### config.mk
export PLATFORM = sky130hd
export DESIGN_NAME = hbt_fifo
export DESIGN_NICKNAME = d
export VERILOG_FILES = /design/src/hw/rtl/hbt_fifo.sv
export SDC_FILE = /design/constraint.sdc
export NUM_CORES = 1
export LEC_CHECK = 0
export BUFFER_PORTS_ARGS = -buffer_cell sky130_fd_sc_hd__buf_4
export CAP_MARGIN = 0
export CORE_MARGIN = 2
export CORE_UTILIZATION = 49
export CTS_CLUSTER_SIZE = 10
export DETAILED_ROUTE_END_ITERATION = 6
export GPL_TIMING_DRIVEN = 0
export PLACE_DENSITY = 0.73
export SETUP_SLACK_MARGIN = 0.15
export SLEW_MARGIN = 20
export SYNTH_ARGS = -nofsm -noshare
export SYNTH_HDL_FRONTEND = slang
export SYNTH_SLANG_ARGS = --single-unit
### constraint.sdc
create_clock -name clk -period 1.2 [get_ports clk]
set_input_delay 0.24 -clock clk [delete_from_list [all_inputs] [get_ports clk]]
set_output_delay 0.24 -clock clk [all_outputs]
set_load 0.1 [all_outputs]
### src/hw/rtl/hbt_fifo.sv
// Small register FIFO with a fill count, used for the item and result queues.
`default_nettype none

module hbt_fifo #(
    parameter int WIDTH = 8,
    parameter int DEPTH = 4,
    localparam int FILL_W = $clog2(DEPTH + 1)
) (
    input  wire logic              clk,
    input  wire logic              rst_n,
    input  wire logic              push,
    input  wire logic [WIDTH-1:0]  wr_data,
    input  wire logic              pop,
    output logic      [WIDTH-1:0]  rd_data,
    output logic      [FILL_W-1:0] count
);

    localparam int PTR_W = (DEPTH > 1) ? $clog2(DEPTH) : 1;
    localparam logic [PTR_W-1:0] PTR_LAST = PTR_W'(DEPTH - 1);

    logic [WIDTH-1:0]  store_reg [DEPTH];
    logic [PTR_W-1:0]  wr_ptr_reg, wr_ptr_next;
    logic [PTR_W-1:0]  rd_ptr_reg, rd_ptr_next;
    logic [FILL_W-1:0] count_reg, count_next;

    // Pointer and fill bookkeeping
    always_comb
    begin
        wr_ptr_next = wr_ptr_reg;
        rd_ptr_next = rd_ptr_reg;
        count_next  = count_reg;
        if (push)
        begin
            wr_ptr_next = (wr_ptr_reg == PTR_LAST) ? '0 : wr_ptr_reg + PTR_W'(1);
        end
        if (pop)
        begin
            rd_ptr_next = (rd_ptr_reg == PTR_LAST) ? '0 : rd_ptr_reg + PTR_W'(1);
        end
        if (push && !pop)
        begin
            count_next = count_reg + FILL_W'(1);
        end
        else if (pop && !push)
        begin
            count_next = count_reg - FILL_W'(1);
        end
    end

    always_ff @(posedge clk or negedge rst_n)
    begin
        if (!rst_n)
        begin
            wr_ptr_reg <= '0;
            rd_ptr_reg <= '0;
            count_reg  <= '0;
        end
        else
        begin
            wr_ptr_reg <= wr_ptr_next;
            rd_ptr_reg <= rd_ptr_next;
            count_reg  <= count_next;
        end
    end

    // Entry storage, no reset needed
    always_ff @(posedge clk)
    begin
        if (push)
        begin
            store_reg[wr_ptr_reg] <= wr_data;
        end
    end

    assign rd_data = store_reg[rd_ptr_reg];
    assign count   = count_reg;

endmodule

`default_nettype wire

==> impl_metrics.toml <==
[clocking]
tritoncts = "built"
clock_tree.root_cell = "sky130_fd_sc_hd__clkbuf_4"
tritoncts_num_sinks = 39
cts.reportedPaths.clkPinSlew_ps = 110
tritoncts.num_buffers = 5
clock_tree.htree_level_count = 2
clock_path_buffers = 2
insertion_delay_ps = 350

[sta]
maxClockFrequency_ghz = 0.534
unrepaired_setup_endpoints_after_global_routing = "yes"
setup_viol_count_final = 27
setup_ws_ps = -674
layout_min_cycle_time_ps = 1870
slew_viol_final = 0
timing.final.crit_share_pct = 156
maxSlewHeadroom_pct = 84.2
timing.clock.skew_ps = 5.21
worstMarginPinSlew_ps = 238
worst_hold_slack_ps = 87.1
timing.final.hold_violations = 0

[worst_setup_path]
worst-endpoint-required_ps = 960
worst-r2r-setup-slack_ps = -240
r2r.worst_path.cells = 4
regToRegStartpoint = "count[1]"
crit-reg2reg-capture = "count[2]"
critPathMaxStageDelay_ps = 500
crit_slowest_cell = "sky130_fd_sc_hd__mux4_2"
crit_path_end_kind = "primary output"
crit_path_start_kind = "flip-flop"
arrival_ps = 1630
critPathKind = "flip-flop to primary output"
crit_fanout = 4
cell_by_cell_trace_of_the_critical_path = "clkbuf_16 -> mux4_2 -> buf_6"

[layout]
fillers = 193
synthToLayoutAreaGrowth_pct = 37.5
finish.instance_area_um2 = 2140
fraction_of_final_layout_cells_with_drive_strength_greater_than_1_pct = 60.7
multiInputGateArea_um2 = 469
num-nets-final = 135
n_antenna_cell = 0
largest_reg_flops = 32
ff_latch_area_um2 = 1150

[detailed_routing]
finalWirelength_um = 2690
post_drt_via_cell_ratio = 4.95
route.met2.wl_um = 1450
drc = 0
detailedRoute.firstIterationViolations = 39
drt-pass1-iter-count = 4
routedWlPerCell_um = 16.7
m1_wire_length_um = 1080
ant_nets = 0
routed-via-count = 797
routed-wl-met3_um = 94
top_layer = "met4"

[synth]
postSynthCellCount = 77
syn_area_per_cell_um2 = 20.2
netlist.top_cell.by_area = "sky130_fd_sc_hd__edfxtp_1"
synth.ff_latch_count = 39
netlist-cell-type-count = 16
synth_seq_area_share_pct = 72.9
yosysTopAreaCellShare_pct = 61.7
synth.yosys.warnings = 0
yosys-top-cells-area = "sky130_fd_sc_hd__edfxtp_1 (62%), sky130_fd_sc_hd__mux4_2 (12%), sky130_fd_sc_hd__dfrtp_1 (11%)"
synth.cell_area_um2 = 1560
synthesis.nets = 96

[run_status]
failed_checks = "setup timing"
outcome = "finished, violations left"

[grt]
global_route.overflow_total = 0
largest_net_degree_at_the_start_of_global_routing = 13
grt_pass1_vias = 834
globalRouteTotalUtil_pct = 17.7
grt_first_pass_wirelength_um = 4130
antenna_found_initial = 0

[floorplanning]
floorplan.initialDensity_pct = 51.4
core_um2 = 3030
rows = 20
die_area_um2 = 3650
die_width_um = 60.4
floorplan.die.height_um = 60.4
floorplan.io_pins = 23

[placement]
numPortBuffers = 22
place.detailed.hpwl_um = 1590
place.gp.congestion = 0.641
place_area_um2 = 1820

[hold_path]
whs_endpoint = "store_reg[0][5]"
hold-path-cell-count = 1
hp-start = "wr_data[5]"
worstHoldPathType = "input port to flip-flop"

[job]
max_cap_violations = 0
per-layer routing:
layer  vias to the layer above  GRT usage, %
met3                         7          6.40
met1                       405          19.6
met5                         -             0
li1                        368             -
met2                        17          29.8
met4                         0          9.52
critical path, delay by kind of cell, from the launching register on:
family / cells / cell delay (ps)
buffers and inverters: 2 / 360
muxes: 1 / 500
DFF: 1 / 430
worst max path at each step:
stage	startpoint	slack [ps]	endpoint	depth (start not counted)
4_1_cts	rd_ptr_reg[0]	-710	rd_data[7]	3
2_1_floorplan	rd_ptr_reg[0]	-320	rd_data[0]	2
3_3_place_gp	rd_ptr_reg[0]	-340	rd_data[7]	3
6_report	rd_ptr_reg[0]	-670	rd_data[6]	3
3_5_place_dp	rd_ptr_reg[0]	-360	rd_data[7]	3
5_1_grt	rd_ptr_reg[0]	-740	rd_data[4]	3
Yosys cell counts:
cell type                  count
sky130_fd_sc_hd__edfxtp_1     32
sky130_fd_sc_hd__mux4_2        8
sky130_fd_sc_hd__dfrtp_1       7
sky130_fd_sc_hd__ha_1          6
sky130_fd_sc_hd__inv_1         5
sky130_fd_sc_hd__and2_1        4
sky130_fd_sc_hd__mux2_2        3
sky130_fd_sc_hd__nor2_1        2
sky130_fd_sc_hd__o21ai_0       2
sky130_fd_sc_hd__xor2_1        2
sky130_fd_sc_hd__buf_2         1
sky130_fd_sc_hd__buf_6         1
sky130_fd_sc_hd__fa_1          1
sky130_fd_sc_hd__nand2_1       1
sky130_fd_sc_hd__nand3_1       1
sky130_fd_sc_hd__xnor2_1       1
layout by cell type (no fill, tap or decap), drive strengths merged:
| master | instances |
|---|---|
| nand2 | 1 |
| edfxtp | 32 |
| mux2 | 3 |
| clkinv | 1 |
| ha | 6 |
| and2 | 4 |
| inv | 5 |
| dlygate4sd3 | 1 |
| xor2 | 2 |
| dfrtp | 7 |
| o21ai | 2 |
| mux4 | 8 |
| buf | 32 |
| clkbuf | 7 |
| bufinv | 1 |
| nand3 | 1 |
| nor2 | 2 |
| xnor2 | 1 |
| fa | 1 |
final cells by class:
cell class                      count  area share, %
Buffer                              2          0.935
Clock buffer                        6           2.39
Clock inverter                      2           1.64
Inverter                            5          0.993
Multi-Input combinational cell     31           21.9
Sequential cell                    39           53.6
Tap cell                           44           2.57
Timing Repair Buffer               32           16.0
logic make-up (layout without fill, tap and decap cells):
logic type                 Yosys count  after routing  share of synthesized area [%]
AOI/OAI and AO/OA                    2              2                          0.643
xor gates and xnor gates             3              3                           1.69
adders and majority gates            7              7                           6.10
buffers and inverters                7             47                           2.25
DFF                                 39             39                           72.9
muxes                               11             11                           13.7
and+or+nand+nor                      8              8                           2.65
timing repair:
action	4_1_cts	5_1_grt
hold buffers	1	0
pin swaps	1	1
endpoints found under the setup margin	47	49
gates resized for setup	26	11
hold endpoints to repair	7	0
setup buffers	6	2
cloned	0	1
through the flow:
| stage | util [%] | setup TNS (ps) | setup slack, ps | instances |
|---|---|---|---|---|
| final | 70.7 | -6160 | -674 | 161 |
| after global routing | 70.7 | -7850 | -741 | 161 |
| after CTS | 68.4 | -6330 | -713 | 158 |
| after detailed placement | 60.2 | -3570 | -364 | 143 |
| after global placement | 60.2 | -3280 | -341 | 143 |
| after floorplan | - | -3120 | -322 | 77 |
Power is left out: the tool's default activity adds up to more than one toggle a clock period on the data nets, which glitch-free logic cannot reach.
