[config.mk]
export PLATFORM = sky130hd
export DESIGN_NAME = hbt_front
export DESIGN_NICKNAME = d
export VERILOG_FILES = /design/src/hw/rtl/hbt_pkg.sv /design/src/hw/rtl/hbt_front.sv
export SDC_FILE = /design/constraint.sdc
export NUM_CORES = 2
export LEC_CHECK = 0
export BUFFER_PORTS_ARGS = -buffer_cell sky130_fd_sc_hd__buf_2
export CAP_MARGIN = 0
export CORE_ASPECT_RATIO = 0.7
export CORE_MARGIN = 2
export CORE_UTILIZATION = 40
export CTS_CLUSTER_SIZE = 16
export DETAILED_ROUTE_END_ITERATION = 8
export GPL_ROUTABILITY_DRIVEN = 0
export SLEW_MARGIN = 20
export SYNTH_ARGS = -nofsm -noshare
export SYNTH_HDL_FRONTEND = slang
export SYNTH_SLANG_ARGS = --single-unit
[constraint.sdc]
create_clock -name clk -period 6.27 [get_ports clk]
set_input_delay 0.3135 -clock clk [delete_from_list [all_inputs] [get_ports clk]]
set_output_delay 0.3135 -clock clk [all_outputs]
set_load 0.005 [all_outputs]
[src/hw/rtl/hbt_pkg.sv]
// Shared types, widths and constants for the histogram budget threshold block.
`default_nettype none

package hbt_pkg;

    // Histogram size default
    localparam int HIST_BINS_DEF = 128;

    // Bin and point counters, saturating
    localparam int CNT_W = 21;
    localparam logic [CNT_W-1:0] CNT_MAX = {CNT_W{1'b1}};

    // Field widths
    localparam int MAX_PTS_W = 20;
    localparam int SCALE_W   = 16;
    localparam int AGE_W     = 16;
    localparam int AMP_W     = 16;
    localparam int WAVE_W    = 16;

    // Steepness products: amp*k is Q10.22, times Q8.8 scale, bin is bits above 30
    localparam int PROD1_W  = AMP_W + WAVE_W;
    localparam int PROD2_W  = PROD1_W + SCALE_W;
    localparam int BIN_FRAC = 30;
    localparam int RB_W     = PROD2_W - BIN_FRAC;

    // Scan target and running sum
    localparam int TARGET_W = CNT_W + 1;
    localparam int ACC_W    = CNT_W + 2;

    // Configuration port
    localparam int CFG_IDX_W  = 2;
    localparam int CFG_DATA_W = MAX_PTS_W;
    localparam logic [CFG_IDX_W-1:0] REG_POINT_BUDGET = 2'd0;
    localparam logic [CFG_IDX_W-1:0] REG_BIN_SCALE    = 2'd1;
    localparam logic [CFG_IDX_W-1:0] REG_FRESH_AGE    = 2'd2;

    localparam logic [MAX_PTS_W-1:0] POINT_BUDGET_RST = 20'd24000;
    localparam logic [SCALE_W-1:0]   BIN_SCALE_RST    = 16'd46811;
    localparam logic [AGE_W-1:0]     FRESH_AGE_RST    = 16'd205;

    // Item kinds
    localparam logic FUNC_COUNT = 1'b0;
    localparam logic FUNC_MARK  = 1'b1;

    // Queues
    localparam int IN_Q_DEPTH  = 4;
    localparam int OUT_Q_DEPTH = 2;
    localparam int IQ_CNT_W    = $clog2(IN_Q_DEPTH + 1);
    localparam int OQ_CNT_W    = $clog2(OUT_Q_DEPTH + 1);

    // Back-end sequencer
    typedef enum logic [1:0] {
        ST_CLEAR,
        ST_RUN,
        ST_SCAN,
        ST_SCAN_END
    } hbt_state_t;

    // Classified item flags carried from front to back
    typedef struct packed {
        logic func;
        logic last;
        logic fresh_ok;
        logic big;
    } hbt_flags_t;

    localparam int FLAGS_W = $bits(hbt_flags_t);

endpackage

`default_nettype wire

[src/hw/rtl/hbt_front.sv]
// Front end: accepts points, computes the steepness bin and classifies each item.
`default_nettype none

module hbt_front #(
    parameter int HIST_BINS = hbt_pkg::HIST_BINS_DEF,
    localparam int BIN_W = $clog2(HIST_BINS)
) (
    input  wire logic                          clk,
    input  wire logic                          rst_n,
    input  wire logic                          push,
    output logic                               full,
    input  wire logic                          func,
    input  wire logic [hbt_pkg::AMP_W-1:0]     amplitude,
    input  wire logic [hbt_pkg::WAVE_W-1:0]    wavenumber,
    input  wire logic [hbt_pkg::AGE_W-1:0]     point_age,
    input  wire logic                          last,
    input  wire logic [hbt_pkg::SCALE_W-1:0]   bin_scale,
    input  wire logic [hbt_pkg::AGE_W-1:0]     fresh_age,
    input  wire logic [hbt_pkg::IQ_CNT_W-1:0]  q_count,
    input  wire logic                          clearing,
    output logic                               q_push,
    output hbt_pkg::hbt_flags_t                q_flags,
    output logic      [BIN_W-1:0]              q_bin
);

    import hbt_pkg::*;

    localparam int OCC_W = IQ_CNT_W + 1;
    localparam logic [BIN_W-1:0] LAST_BIN = BIN_W'(HIST_BINS - 1);

    logic               accept;
    logic [OCC_W-1:0]   occupancy;
    logic [PROD2_W-1:0] prod2;
    logic               big;

    logic               s1_valid_reg;
    logic [PROD1_W-1:0] s1_prod_reg;
    logic               s1_func_reg;
    logic               s1_last_reg;
    logic               s1_fresh_ok_reg;

    logic               s2_valid_reg;
    logic [RB_W-1:0]    s2_rb_reg;
    logic               s2_func_reg;
    logic               s2_last_reg;
    logic               s2_fresh_ok_reg;

    // Hold off input when queue plus in-flight beats could overrun it
    assign occupancy = OCC_W'(q_count) + OCC_W'(s1_valid_reg) + OCC_W'(s2_valid_reg);
    assign full      = clearing || (occupancy >= OCC_W'(IN_Q_DEPTH));
    assign accept    = push && !full;

    // Second product: steepness times scale
    assign prod2 = PROD2_W'(s1_prod_reg) * PROD2_W'(bin_scale);

    always_ff @(posedge clk or negedge rst_n)
    begin
        if (!rst_n)
        begin
            s1_valid_reg <= 1'b0;
            s2_valid_reg <= 1'b0;
        end
        else
        begin
            s1_valid_reg <= accept;
            s2_valid_reg <= s1_valid_reg;
        end
    end

    // Pipeline payload
    always_ff @(posedge clk)
    begin
        s1_prod_reg     <= PROD1_W'(amplitude) * PROD1_W'(wavenumber);
        s1_func_reg     <= func;
        s1_last_reg     <= last;
        s1_fresh_ok_reg <= (point_age >= fresh_age);

        s2_rb_reg       <= prod2[PROD2_W-1 -: RB_W];
        s2_func_reg     <= s1_func_reg;
        s2_last_reg     <= s1_last_reg;
        s2_fresh_ok_reg <= s1_fresh_ok_reg;
    end

    // Clamp the raw bin; keep an out-of-range flag for the marking compare
    assign big               = (s2_rb_reg >= RB_W'(HIST_BINS));
    assign q_bin             = big ? LAST_BIN : s2_rb_reg[BIN_W-1:0];
    assign q_push            = s2_valid_reg;
    assign q_flags.func      = s2_func_reg;
    assign q_flags.last      = s2_last_reg;
    assign q_flags.fresh_ok  = s2_fresh_ok_reg;
    assign q_flags.big       = big;

endmodule

`default_nettype wire

==> flow_summary_export.csv <==
group,metric,value,unit
outcome,status,"complete, no violations",
yosys,ys_ff_latch,58,
routing,firstDrtPassIters,6,
yosys,netlist-cell-type-count,56,
floorplan,dieHeight,215,µm
routing,routed.top_layer,"met4",
floorplan,start_util,40.4,%
clock_network,cts_buffer_depth,2,
routing,viasPerCell,4.89,
cells_and_area,final_common_cell,"inv_1",
yosys,synth_warnings,0,
sta,finalClockSkew,0.0234,ns
floorplan,rows,77,
yosys,syn-num-nets,3816,
sta,finalHoldViolCount,0,
sta,rsz0062_at_grt,"yes",
worst_setup_path,end_kind,"flop",
yosys,async_flop_share,3.45,%
routing,wl_met1,32600,µm
clock_network,clock_latency,0.37,ns
clock_network,cts_root_buf,"clkbuf_16",
yosys,syn_inst,2878,
routing,wire_per_inst,16.9,µm
sta,worst_pin_slew,0.729,ns
floorplan,coreArea,63100,µm²
worst_setup_path,worstPathCellList,"buf_4, and2_1, fa_1, inv_1, fa_1, fa_1, inv_1, fa_1, fa_1, inv_1, fa_1, inv_1, ha_1, nand4_1, nor4_2, nand3_1, nor2_1, a22oi_1, a211oi_2, nor2_2, o21bai_1, xor2_1",
cells_and_area,n_antenna_cell,0,
clock_network,clk_pin_slew_worst_paths,0.05,ns
worst_setup_path,worstPathRequired,6.55,ns
worst_setup_path,critPathSlowestCell,"fa_1",
place,port_buffers,101,
place,dp_hpwl,55200,µm
clock_network,cts_sinks,58,
worst_setup_path,crit_path_start_kind,"flop",
routing,drc,0,
sta,drv_slew,0,
sta,clock.fmax,0.165,GHz
floorplan,die_width,306,µm
routing,met3WireLength,6270,µm
sta,finalCriticalPeriod,6.06,ns
cells_and_area,final_cell_mix,"708 x inv_1, 610 x fa_1, 507 x nand2_1",
global_routing,antenna_found_initial,1,
hold_path,hold_class,"in2reg",
cells_and_area,area_growth_syn_to_layout,10.0,%
floorplan,die_area,65900,µm²
global_routing,grt_max_degree,33,
clock_network,cts_buffers,9,
cells_and_area,final_util,44.5,%
global_routing,grt_pass1_vias,19700,
worst_setup_path,worst-path-max-fanout,7,
sta,period_share,96.7,%
clock_network,cts_tree,"done",
routing,routed_wl,64800,µm
yosys,avgSynthCellArea,8.87,µm²
job,maxCapViolCount,0,
global_routing,grt.overflow.total,0,
worst_setup_path,arrival,6.34,ns
routing,met2_length,25400,µm
sta,setup_tns,0,ns
clock_network,cts_max_level,3,
global_routing,grt_first_pass_wirelength,108000,µm
sta,whs,0.0634,ns
sta,setup_viol,0,
sta,max_slew_margin,51.4,%
yosys,synth-edff-count,0,
yosys,synth.cell_area,25500,µm²
routing,drt_iter0_drc,1342,
worst_setup_path,path_common_cell,"fa_1",
routing,drtAntennaViolNets,0,
cells_and_area,drive_above_1_share,9.32,%
yosys,synth_ff_type,"dfxtp_1",
routing,vias,18700,
yosys,synth_seq_area_share,4.59,%
global_routing,grt_use_total,20.7,%
cells_and_area,nets,3928,
cells_and_area,largest_reg_flops,32,
worst_setup_path,critical_path_class,"reg2reg",
worst_setup_path,cpPeakStageDelay,0.56,ns
floorplan,num_io_pins,102,
==> cell families after synthesis <==
kind of cell / after synthesis / synth area share [%]
AO/OA/AOI/OAI: 203 / 5.33
XOR/XNOR: 51 / 1.75
adder cells (fa/ha/maj): 849 / 59.6
buffers and inverters: 832 / 12.3
AND/OR/NAND/NOR: 885 / 16.4
flip-flops: 58 / 4.59
==> path summary, 6_finish.rpt <==
| check | start | endpoint | slack, ns | depth (start not counted) |
|---|---|---|---|---|
| setup / recovery | s1_prod_reg[18]$_DFF_P_ | s2_rb_reg[14]$_DFF_P_ | 0.21 | 22 |
| hold / removal | last | s1_last_reg$_DFF_P_ | 0.06 | 1 |
| setup reg to reg | s1_prod_reg[18]$_DFF_P_ | s2_rb_reg[14]$_DFF_P_ | 0.21 | 22 |
| hold reg to reg | s1_func_reg$_DFF_P_ | s2_func_reg$_DFF_P_ | 0.32 | 0 |
| max in group asynchronous | rst_n | s1_valid_reg$_DFF_PN0_ | 5.90 | 2 |
| min in group asynchronous | rst_n | q_push$_DFF_PN0_ | 0.25 | 2 |
==> critical path: cells and delay by family (launching register included) <==
family | cells | cell delay [ns]
DFF | 1 | 0.38
buffers and inverters | 5 | 0.38
and+or+nand+nor | 6 | 1.10
xor gates and xnor gates | 1 | 0.16
adders and majority gates | 7 | 3.28
AOI/OAI and AO/OA | 3 | 0.68
==> routing by layer <==
layer	vias to the layer above	global-route usage [%]
met2	702	28.7
met3	39	5.30
li1	8618	-
met4	0	2.13
met1	9325	33.0
met5	-	0
==> synthesized netlist by cell type (17+ instances only) <==
library cell / n / area [µm²]
nor2_1: 24 / 90.1
o21ai_1: 20 / 100
fa_1: 611 / 12200
clkbuf_1: 120 / 450
a21o_1: 42 / 315
xor2_1: 17 / 149
a21oi_1: 64 / 320
xnor2_1: 34 / 298
and2_1: 295 / 1850
nand2_1: 507 / 1900
dfxtp_1: 56 / 1120
inv_1: 708 / 2660
ha_1: 238 / 2980
==> metrics by stage <==
step	std cells	setup slack, ns	cell area (µm²)
floorplan	2878	0.303	25500
global placement	3807	-0.0295	27700
detailed placement	3807	-0.0766	27700
CTS	3824	0.0328	28000
global route	3824	-0.0499	28100
finish	3824	0.209	28100
==> timing repair <==
item	4_1_cts	5_1_grt
buffers inserted	0	0
pin swaps	0	3
resized for setup	1	28
endpoints found under the setup margin	1	16
hold buffers	1	0
endpoints found under the hold margin	2	0
==> cell type report <==
type	count	area, µm²
well taps	829	1040
clock buffers	11	243
repair buffers	225	1600
fillers	6156	35000
multi-input cells	1988	21300
inverters	708	2660
flip-flops and latches	58	1190
clock inverters	5	77.6
Power is not shown: default switching activity piles up to over one toggle a cycle in this logic, so the estimate is an artifact.
