===== src/hw/rtl/hbt_pkg.sv =====
// Shared types, widths and constants for the histogram budget threshold block.
`default_nettype none

package hbt_pkg;

    // Histogram size default
    localparam int HIST_BINS_DEF = 128;

    // Bin and point counters, saturating
    localparam int CNT_W = 21;
    localparam logic [CNT_W-1:0] CNT_MAX = {CNT_W{1'b1}};

    // Field widths
    localparam int MAX_PTS_W = 20;
    localparam int SCALE_W   = 16;
    localparam int AGE_W     = 16;
    localparam int AMP_W     = 16;
    localparam int WAVE_W    = 16;

    // Steepness products: amp*k is Q10.22, times Q8.8 scale, bin is bits above 30
    localparam int PROD1_W  = AMP_W + WAVE_W;
    localparam int PROD2_W  = PROD1_W + SCALE_W;
    localparam int BIN_FRAC = 30;
    localparam int RB_W     = PROD2_W - BIN_FRAC;

    // Scan target and running sum
    localparam int TARGET_W = CNT_W + 1;
    localparam int ACC_W    = CNT_W + 2;

    // Configuration port
    localparam int CFG_IDX_W  = 2;
    localparam int CFG_DATA_W = MAX_PTS_W;
    localparam logic [CFG_IDX_W-1:0] REG_POINT_BUDGET = 2'd0;
    localparam logic [CFG_IDX_W-1:0] REG_BIN_SCALE    = 2'd1;
    localparam logic [CFG_IDX_W-1:0] REG_FRESH_AGE    = 2'd2;

    localparam logic [MAX_PTS_W-1:0] POINT_BUDGET_RST = 20'd24000;
    localparam logic [SCALE_W-1:0]   BIN_SCALE_RST    = 16'd46811;
    localparam logic [AGE_W-1:0]     FRESH_AGE_RST    = 16'd205;

    // Item kinds
    localparam logic FUNC_COUNT = 1'b0;
    localparam logic FUNC_MARK  = 1'b1;

    // Queues
    localparam int IN_Q_DEPTH  = 4;
    localparam int OUT_Q_DEPTH = 2;
    localparam int IQ_CNT_W    = $clog2(IN_Q_DEPTH + 1);
    localparam int OQ_CNT_W    = $clog2(OUT_Q_DEPTH + 1);

    // Back-end sequencer
    typedef enum logic [1:0] {
        ST_CLEAR,
        ST_RUN,
        ST_SCAN,
        ST_SCAN_END
    } hbt_state_t;

    // Classified item flags carried from front to back
    typedef struct packed {
        logic func;
        logic last;
        logic fresh_ok;
        logic big;
    } hbt_flags_t;

    localparam int FLAGS_W = $bits(hbt_flags_t);

endpackage

`default_nettype wire


===== src/hw/rtl/hbt_back.sv =====
// Back end: histogram memory, bin counting, end-of-pass scan and fade decision.
`default_nettype none

module hbt_back #(
    parameter int HIST_BINS = hbt_pkg::HIST_BINS_DEF,
    localparam int BIN_W = $clog2(HIST_BINS)
) (
    input  wire logic                           clk,
    input  wire logic                           rst_n,
    input  wire logic                           q_empty,
    input  wire hbt_pkg::hbt_flags_t            q_flags,
    input  wire logic [BIN_W-1:0]               q_bin,
    output logic                                q_pop,
    input  wire logic                           out_full,
    output logic                                out_push,
    output logic                                out_faded,
    input  wire logic [hbt_pkg::MAX_PTS_W-1:0]  point_budget,
    output logic                                clearing
);

    import hbt_pkg::*;

    localparam int THR_W = $clog2(HIST_BINS + 1);
    localparam logic [BIN_W-1:0] LAST_BIN = BIN_W'(HIST_BINS - 1);
    localparam logic [THR_W-1:0] THR_ALL  = THR_W'(HIST_BINS);

    hbt_state_t state_reg, state_next;

    // Sequencer outputs
    logic scanning;
    logic scan_end;
    logic count_pop;
    logic mark_pop;

    // Memory and its pipeline
    logic [CNT_W-1:0] hist_mem [HIST_BINS];
    logic [CNT_W-1:0] rd_data_reg;
    logic [BIN_W-1:0] rd_addr;
    logic             we;
    logic [BIN_W-1:0] waddr;
    logic [CNT_W-1:0] wdata;
    logic             fwd;
    logic [CNT_W-1:0] cur;
    logic [CNT_W-1:0] cur_inc;

    logic             s1_valid_reg, s1_valid_next;
    logic             s1_scan_reg, s1_scan_next;
    logic [BIN_W-1:0] s1_addr_reg, s1_addr_next;
    logic             wr_valid_reg;
    logic [BIN_W-1:0] wr_addr_reg;
    logic [CNT_W-1:0] wr_data_reg;

    // Counters and scan state
    logic [BIN_W-1:0]    ctr_reg, ctr_next;
    logic [CNT_W-1:0]    pc_reg, pc_next;
    logic                over_reg, over_next;
    logic [THR_W-1:0]    thr_reg, thr_next;
    logic [TARGET_W-1:0] target_reg, target_next;
    logic [ACC_W-1:0]    acc_reg, acc_next;
    logic [ACC_W-1:0]    acc_sum;
    logic                found_reg, found_next;
    logic [THR_W-1:0]    thr_scan_reg, thr_scan_next;
    logic [CNT_W-1:0]    excess;

    // Next state
    always_comb
    begin
        state_next = state_reg;
        case (state_reg)
            ST_CLEAR:
            begin
                if (ctr_reg == LAST_BIN)
                begin
                    state_next = ST_RUN;
                end
            end
            ST_RUN:
            begin
                if (count_pop && q_flags.last)
                begin
                    state_next = ST_SCAN;
                end
            end
            ST_SCAN:
            begin
                if (ctr_reg == LAST_BIN)
                begin
                    state_next = ST_SCAN_END;
                end
            end
            ST_SCAN_END:
            begin
                state_next = ST_RUN;
            end
            default:
            begin
                state_next = ST_CLEAR;
            end
        endcase
    end

    // Sequencer outputs
    always_comb
    begin
        clearing  = 1'b0;
        scanning  = 1'b0;
        scan_end  = 1'b0;
        q_pop     = 1'b0;
        count_pop = 1'b0;
        mark_pop  = 1'b0;
        case (state_reg)
            ST_CLEAR:
            begin
                clearing = 1'b1;
            end
            ST_RUN:
            begin
                q_pop     = !q_empty && ((q_flags.func == FUNC_COUNT) || !out_full);
                count_pop = q_pop && (q_flags.func == FUNC_COUNT);
                mark_pop  = q_pop && (q_flags.func == FUNC_MARK);
            end
            ST_SCAN:
            begin
                scanning = 1'b1;
            end
            ST_SCAN_END:
            begin
                scan_end = 1'b1;
            end
            default:
            begin
                clearing = 1'b0;
            end
        endcase
    end

    // Read data with bypass of the write from the previous cycle
    assign fwd     = wr_valid_reg && (wr_addr_reg == s1_addr_reg);
    assign cur     = fwd ? wr_data_reg : rd_data_reg;
    assign cur_inc = (cur == CNT_MAX) ? cur : cur + CNT_W'(1);
    assign rd_addr = scanning ? ctr_reg : q_bin;

    // Single write port: clearing pass, count update or scan clear
    always_comb
    begin
        we    = 1'b0;
        waddr = s1_addr_reg;
        wdata = '0;
        if (clearing)
        begin
            we    = 1'b1;
            waddr = ctr_reg;
        end
        else if (s1_valid_reg)
        begin
            we    = 1'b1;
            wdata = s1_scan_reg ? '0 : cur_inc;
        end
    end

    // Datapath next values
    assign excess  = pc_reg - CNT_W'(point_budget);
    assign acc_sum = acc_reg + ACC_W'(cur);

    always_comb
    begin
        s1_valid_next = count_pop || scanning;
        s1_scan_next  = scanning;
        s1_addr_next  = rd_addr;
        ctr_next      = ctr_reg;
        pc_next       = pc_reg;
        over_next     = over_reg;
        thr_next      = thr_reg;
        target_next   = target_reg;
        acc_next      = acc_reg;
        found_next    = found_reg;
        thr_scan_next = thr_scan_reg;

        // Address sweep for clearing and scanning
        if (clearing || scanning)
        begin
            ctr_next = (ctr_reg == LAST_BIN) ? '0 : ctr_reg + BIN_W'(1);
        end

        // Point count, saturating
        if (count_pop && (pc_reg != CNT_MAX))
        begin
            pc_next = pc_reg + CNT_W'(1);
        end

        // Scan setup on the first sweep cycle
        if (scanning && (ctr_reg == '0))
        begin
            over_next     = (pc_reg > CNT_W'(point_budget));
            target_next   = TARGET_W'(excess) + TARGET_W'(excess >> 2) + TARGET_W'(1);
            acc_next      = '0;
            found_next    = 1'b0;
            thr_scan_next = THR_ALL;
        end

        // Scan beat: running sum until the target is reached
        if (s1_valid_reg && s1_scan_reg && !found_reg)
        begin
            acc_next = acc_sum;
            if (acc_sum >= ACC_W'(target_reg))
            begin
                found_next    = 1'b1;
                thr_scan_next = THR_W'(s1_addr_reg) + THR_W'(1);
            end
        end

        // Commit threshold, start a new counting pass
        if (scan_end)
        begin
            thr_next = over_reg ? thr_scan_next : '0;
            pc_next  = '0;
        end
    end

    always_ff @(posedge clk or negedge rst_n)
    begin
        if (!rst_n)
        begin
            state_reg    <= ST_CLEAR;
            ctr_reg      <= '0;
            s1_valid_reg <= 1'b0;
            wr_valid_reg <= 1'b0;
            pc_reg       <= '0;
            over_reg     <= 1'b0;
            thr_reg      <= THR_ALL;
            found_reg    <= 1'b0;
        end
        else
        begin
            state_reg    <= state_next;
            ctr_reg      <= ctr_next;
            s1_valid_reg <= s1_valid_next;
            wr_valid_reg <= we;
            pc_reg       <= pc_next;
            over_reg     <= over_next;
            thr_reg      <= thr_next;
            found_reg    <= found_next;
        end
    end

    // Payload registers
    always_ff @(posedge clk)
    begin
        s1_scan_reg  <= s1_scan_next;
        s1_addr_reg  <= s1_addr_next;
        wr_addr_reg  <= waddr;
        wr_data_reg  <= wdata;
        target_reg   <= target_next;
        acc_reg      <= acc_next;
        thr_scan_reg <= thr_scan_next;
    end

    // Histogram memory, registered read
    always_ff @(posedge clk)
    begin
        if (we)
        begin
            hist_mem[waddr] <= wdata;
        end
        rd_data_reg <= hist_mem[rd_addr];
    end

    // Fade decision for a marking beat
    assign out_push  = mark_pop;
    assign out_faded = over_reg && q_flags.fresh_ok && !q_flags.big
                       && (THR_W'(q_bin) < thr_reg);

endmodule

`default_nettype wire


===== config.mk =====
export PLATFORM = sky130hd
export DESIGN_NAME = hbt_back
export DESIGN_NICKNAME = d
export VERILOG_FILES = /design/src/hw/rtl/hbt_pkg.sv /design/src/hw/rtl/hbt_back.sv
export SDC_FILE = /design/constraint.sdc
export NUM_CORES = 2
export LEC_CHECK = 0
export BUFFER_PORTS_ARGS = -buffer_cell sky130_fd_sc_hd__buf_4
export CAP_MARGIN = 10
export CORE_MARGIN = 10
export CORE_UTILIZATION = 25
export DETAILED_ROUTE_END_ITERATION = 16
export PLACE_DENSITY = 0.47
export SLEW_MARGIN = 30
export SYNTH_ARGS = -nofsm -noshare
export SYNTH_HDL_FRONTEND = slang
export SYNTH_SLANG_ARGS = --single-unit

===== constraint.sdc =====
create_clock -name clk -period 10 [get_ports clk]
set_clock_uncertainty 0.15 [all_clocks]
set_input_delay 1.5 -clock clk [delete_from_list [all_inputs] [get_ports clk]]
set_output_delay 1.5 -clock clk [all_outputs]
set_load 0.005 [all_outputs]

==> flow_summary.ini <==
[logic_synthesis]
synth_top_family_by_area = simple AND/OR/NAND/NOR gates
syn-num-nets = 9447
synth_top_area_cell = edfxtp_1
synth_compound_gate_area_share_pct = 5.41
synth_edf_count = 2733
ys_top_cells_by_area = edfxtp_1 70%, nand2_1 8.9%, nand3_1 5.9%
muxShareOfSynthArea_pct = 0.477
synth_cells = 9311
yosys-top-cells-count = 2,764 x nand2_1, 2,733 x edfxtp_1, 1,386 x nand3_1
yosysUniqueCellTypes = 85
syn_area_per_cell_um2 = 12.5
synth_seq_area_share_pct = 72.3
synth.most_common_cell = nand2_1
ys_async_sr_fraction_pct = 1.48
syn-cell-area_mm2 = 0.117
synth-simple-area-share_pct = 17.5
ys_ff_latch = 2840
yosys_most_used_dff = edfxtp_1
synthAdderAreaFrac_pct = 1.10
ys.warnings.count = 0
synth.top_cell.area_share_pct = 70.3
synth-xor-area-share_pct = 0.697

[routing]
drt_wl_total_mm = 361
firstDrtPassIters = 6
post-route-drc-count = 0
drt_iter0_drc = 7318
wl_per_cell_um = 23.0
antenna_left = 0
vias = 75800
avgViaCountPerCell = 4.83

[clock_tree]
clk_pin_slew_ps = 60
cts_hold_buffers = 0
clock_sinks = 2840
tritoncts = built
clockBufferDepth = 4
htreeDepth = 5
cts-root-buf = clkbuf_16
clk_latency_ps = 920
cts-resized-gates = 0
cts_buffers = 302
cts_setup_buffers = 0

[sta]
finalSetupTns_ps = 0
timing.fmax_mhz = 133
grt_setup_unrepaired = false
maxSlewViolCount = 0
setup_ws_ps = 2450
finalCritPeriodShare_pct = 75.5
slew_headroom_pct = 24.5
final.min_clock_period_ps = 7550
tightest_slew_ps = 1110
hold_viol = 0
fin_hold_ws_ps = 320
final-setup-viol-count = 0

[critical_path]
cp_max_fo = 27
endpoint_kind = flip-flop
r2r_start = s1_addr_reg[0]$_DFF_P_
reg2regPathDepth = 24
critPathTopFamily = compound AO/OA/AOI/OAI gates
slowest_delay_ps = 590
crit_start = s1_addr_reg[0]$_DFF_P_
cp_data_arrival_time_ps = 8190
crit_type = reg2reg
cpMostUsedCell = a21oi_1
path_buf_inv = 2
cp.required_ps = 10640
rr_endpoint = thr_reg[6]$_DFFE_PN0P_
slowest_stage = a2111oi_0
start_kind = flip-flop
crit_chain = xor2_1 -> nor4_4 -> and2_1 -> buf_4 -> mux2_2 -> ha_1 -> fa_1 -> a211oi_1 -> o21bai_1 -> a21oi_1 -> o21ai_0 -> a21o_1 -> a21oi_1 -> xnor2_1 -> ha_1 -> a21oi_1 -> o21ai_0 -> a2111oi_0 -> nor4_1 -> a2111oi_0 -> a41oi_1 -> buf_4 -> mux2i_1 -> a22o_1
r2r_slack_ps = 2450

[floorplan]
coreArea_mm2 = 0.465
num_rows = 250
ioPinCount = 39
start_util_pct = 25.1
die_h_um = 704
dieWidth_um = 704
fp.dieArea_mm2 = 0.495

[global_route]
grt_overflow_total = 0
grt_max_degree = 151
grt_pass1_wl_mm = 520
track_usage_pct = 13.9
grt_pass1_vias = 72900
grt_antenna_before_repair = 14

[final_layout]
largest_register_ffs = 2688
fillerInstances = 46900
multi_input_area_mm2 = 0.0303
final_core_util_pct = 29.0
regArea_mm2 = 0.0844
stdcell_count = 15700
drive_above_1_share_pct = 9.56
nets = 9420
area_growth_pct = 15.5
final_cell_area_mm2 = 0.135

[min_path]
whs_path_depth = 2
hp-start = thr_scan_reg[2]$_DFF_P_
hold_path_end = thr_scan_reg[2]$_DFF_P_
hold_class = reg2reg

[placement]
place_area_mm2 = 0.125
gp_congestion = 0.794
port_buffers = 38
dp_hpwl_mm = 193
post-place-ws_ps = 2620
dp.cells = 15200

[flow_run]
drv_cap = 0

[pwr]
p_total_mw = 25.3
peakVddDrop_mv = 0.131
p_leak_nw = 44.0
powerDensity_mw_per_mm2 = 187

[run_status]
status = completed
[worst min-delay path: cells and delay by family (launching register included)]
family,cells,cell delay [ps]
and+or+nand+nor,1,50
DFF,1,300
muxes,1,70
[how the worst max path moves through the flow]
stage                                end  cells past startpoint  slack (ps)
2_1_floorplan  hist_mem[0][16]$_DFFE_PP_                     11         720
3_3_place_gp      thr_reg[6]$_DFFE_PN0P_                     24        2270
3_5_place_dp      thr_reg[5]$_DFFE_PN0P_                     24        2620
4_1_cts           thr_reg[5]$_DFFE_PN0P_                     24        2570
5_1_grt           thr_reg[5]$_DFFE_PN0P_                     24        2090
6_report          thr_reg[6]$_DFFE_PN0P_                     24        2450
[cell usage in the layout, fill, tap and decap left out, drive strengths merged, types with 9 or more instances in the layout]
master	synthesis	final
a211oi	10	10
nor2b	11	11
a21boi	9	9
and3	180	180
o21a	11	11
mux2	12	12
inv	100	111
nand4	17	17
ha	98	98
edfxtp	2733	2733
nor3	59	59
a311oi	483	483
dfxtp	65	65
buf	234	287
a31oi	28	28
mux2i	39	39
o31ai	24	24
xor2	38	38
xnor2	55	55
bufinv	0	16
nor2	226	226
clkbuf	384	380
nand3	1386	1386
o311ai	21	21
clkinv	1	128
and4b	16	16
a21oi	62	62
a211o	22	22
nand2b	12	12
dfrtp	41	41
a21o	27	27
nand2	2764	2764
o21ai	43	43
[area by class of cell]
| cell class | count | share of cell area (%) |
|---|---|---|
| antenna | 8 | 0.0148 |
| clock buffer | 380 | 5.94 |
| clock inverter | 157 | 0.952 |
| inverter | 101 | 0.296 |
| multi-input combinational | 5752 | 22.4 |
| sequential | 2840 | 62.6 |
| tap | 6174 | 5.73 |
| timing repair buffer | 287 | 2.05 |
[routing by layer]
| metal | global-route usage, % | routed length, um | vias to the layer above |
|---|---|---|---|
| li1 | - | - | 34200 |
| met1 | 18.8 | 156000 | 38800 |
| met2 | 23.2 | 172000 | 2306 |
| met3 | 2.23 | 22200 | 517 |
| met4 | 4.08 | 10800 | 2 |
| met5 | 0 | 13 | - |
[report_power, final]
group,total [mW],switching [mW],internal [mW]
logic,1.57,1.08,0.493
registers,12.9,0.0214,12.9
clock network,10.8,4.70,6.10
[kinds of logic after synthesis]
logic type | count (synthesis)
XOR/XNOR | 93
flip-flops | 2840
buffers and inverters | 719
AO/OA/AOI/OAI | 783
multiplexers | 51
adder cells (fa/ha/maj) | 101
AND/OR/NAND/NOR | 4724
Power figures use the tool's default switching activity.
